### src/hw/rtl/fthf_pkg.sv
// Types and constants of the freeze/thaw front finder.
package fthf_pkg;

	// Width of temperatures, depths and the interpolation operands.
	localparam int DATA_W = 16;
	// Width of the per-kind front counters.
	localparam int CNT_W = 5;
	// Width of the list position of a front.
	localparam int SLOT_W = 4;

	// Front kinds as they appear on the result beat.
	localparam logic KIND_THAW   = 1'b0;
	localparam logic KIND_FREEZE = 1'b1;

	// Control sequencer states.
	typedef enum logic [1:0] {
		ST_IDLE,
		ST_CALC,
		ST_FIN
	} fthf_state_t;

	// Request to the serial interpolation unit: floor(mult * scale / div), mult <= div.
	typedef struct packed {
		logic              start;
		logic [DATA_W-1:0] mult;
		logic [DATA_W-1:0] scale;
		logic [DATA_W-1:0] div;
	} fthf_req_t;

	// Magnitude of a two's complement value as an unsigned number.
	function automatic logic [DATA_W-1:0] fthf_abs(input logic [DATA_W-1:0] v);
		fthf_abs = v[DATA_W-1] ? (~v + 1'b1) : v;
	endfunction

endpackage

### src/hw/rtl/freeze_thaw_front_finder.sv
// Freeze/thaw front finder top level: front detection, counters and result register.
//
//  channel | beat fields                                          | handshake
//  s_*     | tdata: node_temp, node_depth; tlast: last_node        | s_tvalid/s_tready
//  m_*     | tdata: depth, slot, totals; tuser: found, kind; tlast | m_tvalid/m_tready
//
// A node without a front goes straight to ST_FIN; a node with a front waits in ST_CALC
// for the serial divider that retires one bit of the depth span per cycle.
// Reset clears the previous node, both front counters and all handshake state.
// A new node is taken while the last result still waits in the output register;
// a finished result waits in its own state while the output stays stalled.
module freeze_thaw_front_finder #(
	parameter int MAX_FRONT_COUNT = 4
) (
	input  logic        clk,
	input  logic        arst_n,
	input  logic        s_tvalid,
	output logic        s_tready,
	input  logic [31:0] s_tdata,  // [15:0] node_temp, [31:16] node_depth
	input  logic        s_tlast,
	output logic        m_tvalid,
	input  logic        m_tready,
	output logic [31:0] m_tdata,  // [15:0] front_depth, [19:16] front_slot,
	                              // [24:20] thaw_total, [29:25] freeze_total, [31:30] zero
	output logic [1:0]  m_tuser,  // [0] front_found, [1] front_kind
	output logic        m_tlast
);
	import fthf_pkg::*;

	localparam logic [CNT_W-1:0] MaxCnt = CNT_W'(MAX_FRONT_COUNT);

	fthf_state_t state_q;
	fthf_state_t state_nxt;

	// Profile state.
	logic [DATA_W-1:0] prev_temp_q;
	logic [DATA_W-1:0] prev_depth_q;
	logic              have_prev_q;
	logic [CNT_W-1:0]  thaw_cnt_q;
	logic [CNT_W-1:0]  frz_cnt_q;

	// Item held while its depth is worked out.
	logic              found_q;
	logic              kind_q;
	logic [SLOT_W-1:0] slot_q;
	logic [CNT_W-1:0]  thaw_tot_q;
	logic [CNT_W-1:0]  frz_tot_q;
	logic              last_q;
	logic [DATA_W-1:0] zs_q;
	logic              neg_q;

	// Output register.
	logic              m_tvalid_q;
	logic [31:0]       m_tdata_q;
	logic [1:0]        m_tuser_q;
	logic              m_tlast_q;

	logic              accept;
	logic              load_out;
	logic [DATA_W-1:0] t_in;
	logic [DATA_W-1:0] z_in;
	logic              t_pos;
	logic              t_neg;
	logic              pt_le0;
	logic              pt_ge0;
	logic              is_thaw;
	logic              is_frz;
	logic              found;
	logic [CNT_W-1:0]  thaw_nxt;
	logic [CNT_W-1:0]  frz_nxt;
	logic              span_neg;
	logic [DATA_W-1:0] span;
	logic [DATA_W-1:0] depth_res;
	fthf_req_t         req;
	logic              div_done;
	logic [DATA_W-1:0] quot;

	assign accept = s_tvalid && s_tready;
	assign t_in   = s_tdata[DATA_W-1:0];
	assign z_in   = s_tdata[2*DATA_W-1:DATA_W];

	// Front decision on the incoming node against the deeper one.
	always_comb begin
		t_pos    = !t_in[DATA_W-1] && (t_in != '0);
		t_neg    = t_in[DATA_W-1];
		pt_le0   = prev_temp_q[DATA_W-1] || (prev_temp_q == '0);
		pt_ge0   = !prev_temp_q[DATA_W-1];
		is_thaw  = have_prev_q && t_pos && pt_le0 && (thaw_cnt_q < MaxCnt);
		is_frz   = have_prev_q && !is_thaw && t_neg && pt_ge0 && (frz_cnt_q < MaxCnt);
		found    = is_thaw || is_frz;
		thaw_nxt = thaw_cnt_q + CNT_W'(is_thaw);
		frz_nxt  = frz_cnt_q + CNT_W'(is_frz);
		span_neg = prev_depth_q < z_in;
		span     = span_neg ? (z_in - prev_depth_q) : (prev_depth_q - z_in);
	end

	// Interpolation request: |t| * |zd - zs| / (|t| + |pt|).
	always_comb begin
		req.start = accept && found;
		req.mult  = fthf_abs(t_in);
		req.scale = span;
		req.div   = fthf_abs(t_in) + fthf_abs(prev_temp_q);
	end

	fthf_serdiv u_div (
		.clk    (clk),
		.arst_n (arst_n),
		.req    (req),
		.done   (div_done),
		.quot   (quot)
	);

	// Next state.
	always_comb begin
		state_nxt = state_q;
		unique case (state_q)
			ST_IDLE: if (accept) state_nxt = found ? ST_CALC : ST_FIN;
			ST_CALC: if (div_done) state_nxt = ST_FIN;
			ST_FIN:  if (load_out) state_nxt = ST_IDLE;
			default: state_nxt = ST_IDLE;
		endcase
	end

	// Sequencer outputs.
	always_comb begin
		s_tready = (state_q == ST_IDLE);
		load_out = (state_q == ST_FIN) && (!m_tvalid_q || m_tready);
	end

	always_ff @(posedge clk or negedge arst_n) begin
		if (!arst_n) begin
			state_q <= ST_IDLE;
		end else begin
			state_q <= state_nxt;
		end
	end

	// Profile state update; the last node clears it.
	always_ff @(posedge clk or negedge arst_n) begin
		if (!arst_n) begin
			prev_temp_q  <= '0;
			prev_depth_q <= '0;
			have_prev_q  <= 1'b0;
			thaw_cnt_q   <= '0;
			frz_cnt_q    <= '0;
		end else if (accept) begin
			if (s_tlast) begin
				prev_temp_q  <= '0;
				prev_depth_q <= '0;
				have_prev_q  <= 1'b0;
				thaw_cnt_q   <= '0;
				frz_cnt_q    <= '0;
			end else begin
				prev_temp_q  <= t_in;
				prev_depth_q <= z_in;
				have_prev_q  <= 1'b1;
				thaw_cnt_q   <= thaw_nxt;
				frz_cnt_q    <= frz_nxt;
			end
		end
	end

	// Capture of the accepted node's result fields.
	always_ff @(posedge clk) begin
		if (accept) begin
			found_q    <= found;
			kind_q     <= is_frz ? KIND_FREEZE : KIND_THAW;
			slot_q     <= is_frz ? frz_cnt_q[SLOT_W-1:0] :
			              (is_thaw ? thaw_cnt_q[SLOT_W-1:0] : '0);
			thaw_tot_q <= thaw_nxt;
			frz_tot_q  <= frz_nxt;
			last_q     <= s_tlast;
			zs_q       <= z_in;
			neg_q      <= span_neg;
		end
	end

	// The quotient never exceeds the span, so the depth stays between the nodes.
	assign depth_res = !found_q ? '0 : (neg_q ? (zs_q - quot) : (zs_q + quot));

	// Output register.
	always_ff @(posedge clk or negedge arst_n) begin
		if (!arst_n) begin
			m_tvalid_q <= 1'b0;
		end else if (load_out) begin
			m_tvalid_q <= 1'b1;
		end else if (m_tready) begin
			m_tvalid_q <= 1'b0;
		end
	end

	always_ff @(posedge clk) begin
		if (load_out) begin
			m_tdata_q <= {2'b00, frz_tot_q, thaw_tot_q, slot_q, depth_res};
			m_tuser_q <= {kind_q, found_q};
			m_tlast_q <= last_q;
		end
	end

	assign m_tvalid = m_tvalid_q;
	assign m_tdata  = m_tdata_q;
	assign m_tuser  = m_tuser_q;
	assign m_tlast  = m_tlast_q;

endmodule

### src/hw/rtl/fthf_serdiv.sv
// Bit-serial scaled divider: floor(mult * scale / div), one bit of scale per cycle.
module fthf_serdiv (
	input  logic                        clk,
	input  logic                        arst_n,
	input  fthf_pkg::fthf_req_t         req,
	output logic                        done,
	output logic [fthf_pkg::DATA_W-1:0] quot
);
	import fthf_pkg::*;

	localparam int CW = $clog2(DATA_W + 1);

	logic              busy_q;
	logic              done_q;
	logic [CW-1:0]     cnt_q;
	logic [DATA_W-1:0] mult_q;
	logic [DATA_W-1:0] scale_q;
	logic [DATA_W-1:0] div_q;
	logic [DATA_W-1:0] rem_q;
	logic [DATA_W-1:0] quot_q;

	logic [DATA_W+1:0] acc;
	logic [DATA_W+1:0] div1;
	logic [DATA_W+1:0] div2;
	logic [DATA_W+1:0] rem_nxt;
	logic [1:0]        digit;

	// One step: remainder doubles, adds mult when the scale bit is set, then
	// at most two subtractions of the divisor keep it below the divisor.
	always_comb begin
		acc  = {1'b0, rem_q, 1'b0} + {2'b00, (scale_q[DATA_W-1] ? mult_q : '0)};
		div1 = {2'b00, div_q};
		div2 = {1'b0, div_q, 1'b0};
		priority if (acc >= div2) begin
			digit   = 2'd2;
			rem_nxt = acc - div2;
		end else if (acc >= div1) begin
			digit   = 2'd1;
			rem_nxt = acc - div1;
		end else begin
			digit   = 2'd0;
			rem_nxt = acc;
		end
	end

	// Iteration control.
	always_ff @(posedge clk or negedge arst_n) begin
		if (!arst_n) begin
			busy_q <= 1'b0;
			done_q <= 1'b0;
			cnt_q  <= '0;
		end else begin
			done_q <= 1'b0;
			if (req.start) begin
				busy_q <= 1'b1;
				cnt_q  <= CW'(DATA_W);
			end else if (busy_q) begin
				cnt_q <= cnt_q - 1'b1;
				if (cnt_q == CW'(1)) begin
					busy_q <= 1'b0;
					done_q <= 1'b1;
				end
			end
		end
	end

	// Operand and partial result shift registers.
	always_ff @(posedge clk) begin
		if (req.start) begin
			mult_q  <= req.mult;
			scale_q <= req.scale;
			div_q   <= req.div;
			rem_q   <= '0;
			quot_q  <= '0;
		end else if (busy_q) begin
			scale_q <= {scale_q[DATA_W-2:0], 1'b0};
			rem_q   <= rem_nxt[DATA_W-1:0];
			quot_q  <= {quot_q[DATA_W-2:0], 1'b0} + {{(DATA_W-2){1'b0}}, digit};
		end
	end

	assign done = done_q;
	assign quot = quot_q;

endmodule

### config.mk
export PLATFORM = sky130hd
export DESIGN_NAME = freeze_thaw_front_finder
export DESIGN_NICKNAME = d
export VERILOG_FILES = /design/src/hw/rtl/fthf_pkg.sv /design/src/hw/rtl/freeze_thaw_front_finder.sv /design/src/hw/rtl/fthf_serdiv.sv
export SDC_FILE = /design/constraint.sdc
export NUM_CORES = 1
export LEC_CHECK = 0
export BUFFER_PORTS_ARGS = -buffer_cell sky130_fd_sc_hd__buf_4
export CORE_ASPECT_RATIO = 1.2
export CORE_MARGIN = 2
export CORE_UTILIZATION = 60
export CTS_CLUSTER_SIZE = 28
export DETAILED_ROUTE_END_ITERATION = 12
export PLACE_DENSITY = 0.78
export RECOVER_POWER = 100
export SETUP_SLACK_MARGIN = 0.15
export SLEW_MARGIN = 20
export SYNTH_ARGS = -nofsm -noshare
export SYNTH_HDL_FRONTEND = slang
export SYNTH_SLANG_ARGS = --single-unit
### constraint.sdc
create_clock -name clk -period 6.55 [get_ports clk]
set_clock_uncertainty 0.15 [all_clocks]
set_input_delay 0.3275 -clock clk [delete_from_list [all_inputs] [get_ports clk]]
set_output_delay 0.3275 -clock clk [all_outputs]
set_load 0.005 [all_outputs]
==> impl_metrics.ini <==
[route]
drtPass1Iterations = 5
post-route-drc-count = 0
initialDrtViolationCount = 706
avgViaCountPerCell = 5.993
antenna_left = 0
detail_route.wl_per_cell_um = 16.93
num_vias = 10793
drt_wl_total_um = 30500

[die]
rows = 60
core_sq_um = 22450
fp.dieH_um = 169.8
die_x_um = 142.2
initial_core_util = 0.6124
die_area_sq_um = 24140
io_pins = 74

[global_routing]
grt_pass1_vias = 10423
grt_pass1_wl_um = 49940
grt_max_degree = 80
grt_usage = 0.2574
antenna_found_initial = 0
gr-total-overflow = 0

[yosys]
synth_edf_count = 115
yosysTopAreaCell = edfxtp_1
ys_top_cells_by_area = edfxtp_1 (25%), ha_1 (11%), dfrtp_1 (9.6%)
avgSynthCellArea_sq_um = 9.481
synth.distinct_cells = 85
netlist_area_sq_um = 13750
ys_async_sr_fraction = 0.2650
ys_ff_latch = 200
synth_most_common_cell = nand2_1
seq_area_frac_synth = 0.3943
yosys-top-cells-count = nand2_1 (131), ha_1 (119), edfxtp_1 (115)
ys.flop_type = edfxtp_1
yosys.area.top_type_share = 0.2512
netlist_instances = 1450
yosys_warnings = 0

[sta]
maxSlewViolCount = 209
tightestPinTransition_ns = 3.271
setup_violations = 0
fin_ws_ns = 0.6109
slew_headroom = -1.185
period_share = 0.9067
finalHoldViolCount = 0
fmax_mhz = 168.4
period_minus_slack_ns = 5.939
fin_setup_tns_ns = 0
rsz0062_at_grt = false

[worst_hold_path]
min_path_type = input port to flop

[clock_network]
root_buffer = clkbuf_16
path_clk_slew_ns = 0.08
cts_tree = yes
htreeDepth = 4
cts_sinks = 200
cts_made_buffers = 17
worstSkewPairLatency_ns = 0.44
cts_buffer_depth = 2

[critical_path]
start_kind = flop
r2r_cells = 25
r2r_start = u_div.scale_q[15]
required_ns = 6.74
crit_arrival_ns = 6.13
crit_type = flop to flop
r2r-end = u_div.quot[13]
cp-startpoint = u_div.scale_q[15]
r2r_setup_slack_ns = 0.61
worstSetupEndpoint = u_div.quot[13]
crit_fanout = 19
worstSetupEndpointType = flop

[run]
cap_violations = 4

[layout]
diodes = 0
area_delta_synth_final_pct = 10.10
layout.nets = 1672
drive_gt1_frac = 0.07687

[run_status]
violations = capacitance limit, slew limit
outcome = finished with violations

[placement]
pre_cts_ws_ns = 0.5901
gp_congestion = 0.9800
port_buffers = 71
dp_hpwl_um = 22420
flip-flops by register name, indices dropped and copies added (netlist names), 16 cells and up:
register	flops
u_div.rem_q	16
m_tdata	30
prev_depth_q	16
zs_q	16
u_div.div_q	16
prev_temp_q	16
u_div.mult_q	16
u_div.scale_q	16
u_div.quot	16
worst min path at each step:
stage,start,endpoint,slack (ns),cells past startpoint
after detailed placement,thaw_tot_q[2],m_tdata[22],0.25,0
after global routing,s_tdata[10],prev_temp_q[10],0.03,3
final,s_tdata[11],prev_temp_q[11],0.01,3
after CTS,s_tdata[11],prev_temp_q[11],0.005,3
after floorplan,arst_n,frz_cnt_q[0],-0.12,0
after global placement,slot_q[0],m_tdata[16],0.25,0
area by class of cell:
class	count	area, sq um
Fill cell	1746	7311
Inverter	90	339.1
Clock inverter	13	143.9
Timing Repair Buffer	99	691.9
Multi-Input combinational cell	1101	7716
Clock buffer	19	475.5
Tap cell	279	349.1
Sequential cell	200	5420
metal layers:
metal	wire, um	global-route usage
met5	0	0
met4	566	0.08261
met3	1233	0.04108
met2	14930	0.4379
met1	13770	0.3374
logic make-up (layout without fill, tap and decap cells):
logic type / count (synthesis) / count (layout) / share of synthesized area
other cells: 1 / 4 / 0.0002728
buf+inv: 152 / 221 / 0.04396
flops: 200 / 200 / 0.3943
mux: 32 / 32 / 0.02485
xor+xnor: 131 / 131 / 0.08346
fa+ha+maj: 126 / 126 / 0.1185
compound gates: 377 / 377 / 0.1786
simple gates: 431 / 431 / 0.1561
critical path, stage by stage (launching register included):
cell and delay [ns]:
edfxtp_1 0.54, and2_0 0.20, ha_1 0.37, o211a_1 0.27, a211oi_2 0.31, o31ai_1 0.20
or2_2 0.30, a21oi_1 0.17, xnor2_1 0.13, ha_1 0.43, nand3_1 0.11, o2111ai_1 0.19
a41o_1 0.12, o31ai_1 0.06, o22a_1 0.20, nor2b_1 0.13, buf_4 0.20, clkinv_2 0.22
ha_1 0.24, ha_1 0.21, nand3_1 0.13, nor2_1 0.19, and3_1 0.27, nand3_1 0.11
xor2_1 0.17, a211oi_1 0.24
placed cells by master (no fill, tap or decap), types with 13 or more instances in the layout:
cell type / Yosys / final
clkbuf_4: 0 / 31
a21oi_1: 87 / 87
edfxtp_1: 115 / 115
mux2i_1: 21 / 21
nand2_1: 131 / 131
o211ai_1: 13 / 13
a31oi_1: 15 / 15
ha_1: 119 / 119
nor2_1: 86 / 86
dlygate4sd3_1: 0 / 18
nand3_1: 25 / 25
clkbuf_1: 47 / 25
nor2b_1: 14 / 14
dfxtp_1: 32 / 32
nor3_1: 31 / 34
o31ai_1: 33 / 34
xnor2_1: 96 / 96
buf_4: 4 / 24
a21o_1: 28 / 28
dfrtp_1: 53 / 53
and2_1: 30 / 20
a211oi_1: 24 / 23
xor2_1: 35 / 35
inv_1: 88 / 87
clkbuf_16: 0 / 19
nand2b_1: 36 / 36
o21ai_0: 83 / 95
stage by stage:
| step | utilization | instance area (sq um) | hold WS, ns | instances |
|---|---|---|---|---|
| detailed placement | 0.6431 | 14440 | 0.2545 | 1748 |
| floorplan | - | 13760 | -0.1181 | 1453 |
| finish | 0.6743 | 15140 | 0.01482 | 1801 |
| CTS | 0.6788 | 15240 | 0.004503 | 1798 |
| global route | 0.6743 | 15140 | 0.02763 | 1801 |
| global placement | 0.6431 | 14440 | 0.2526 | 1748 |
what timing repair did:
| action | CTS | global route |
|---|---|---|
| gates resized for setup | 0 | 2 |
| setup buffers | 0 | 2 |
| setup endpoints to repair | 0 | 3 |
| hold buffers | 18 | 0 |
| endpoints found under the hold margin | 70 | 0 |
Power is not shown: default switching activity piles up to over one toggle a cycle in this logic, so the estimate is an artifact.
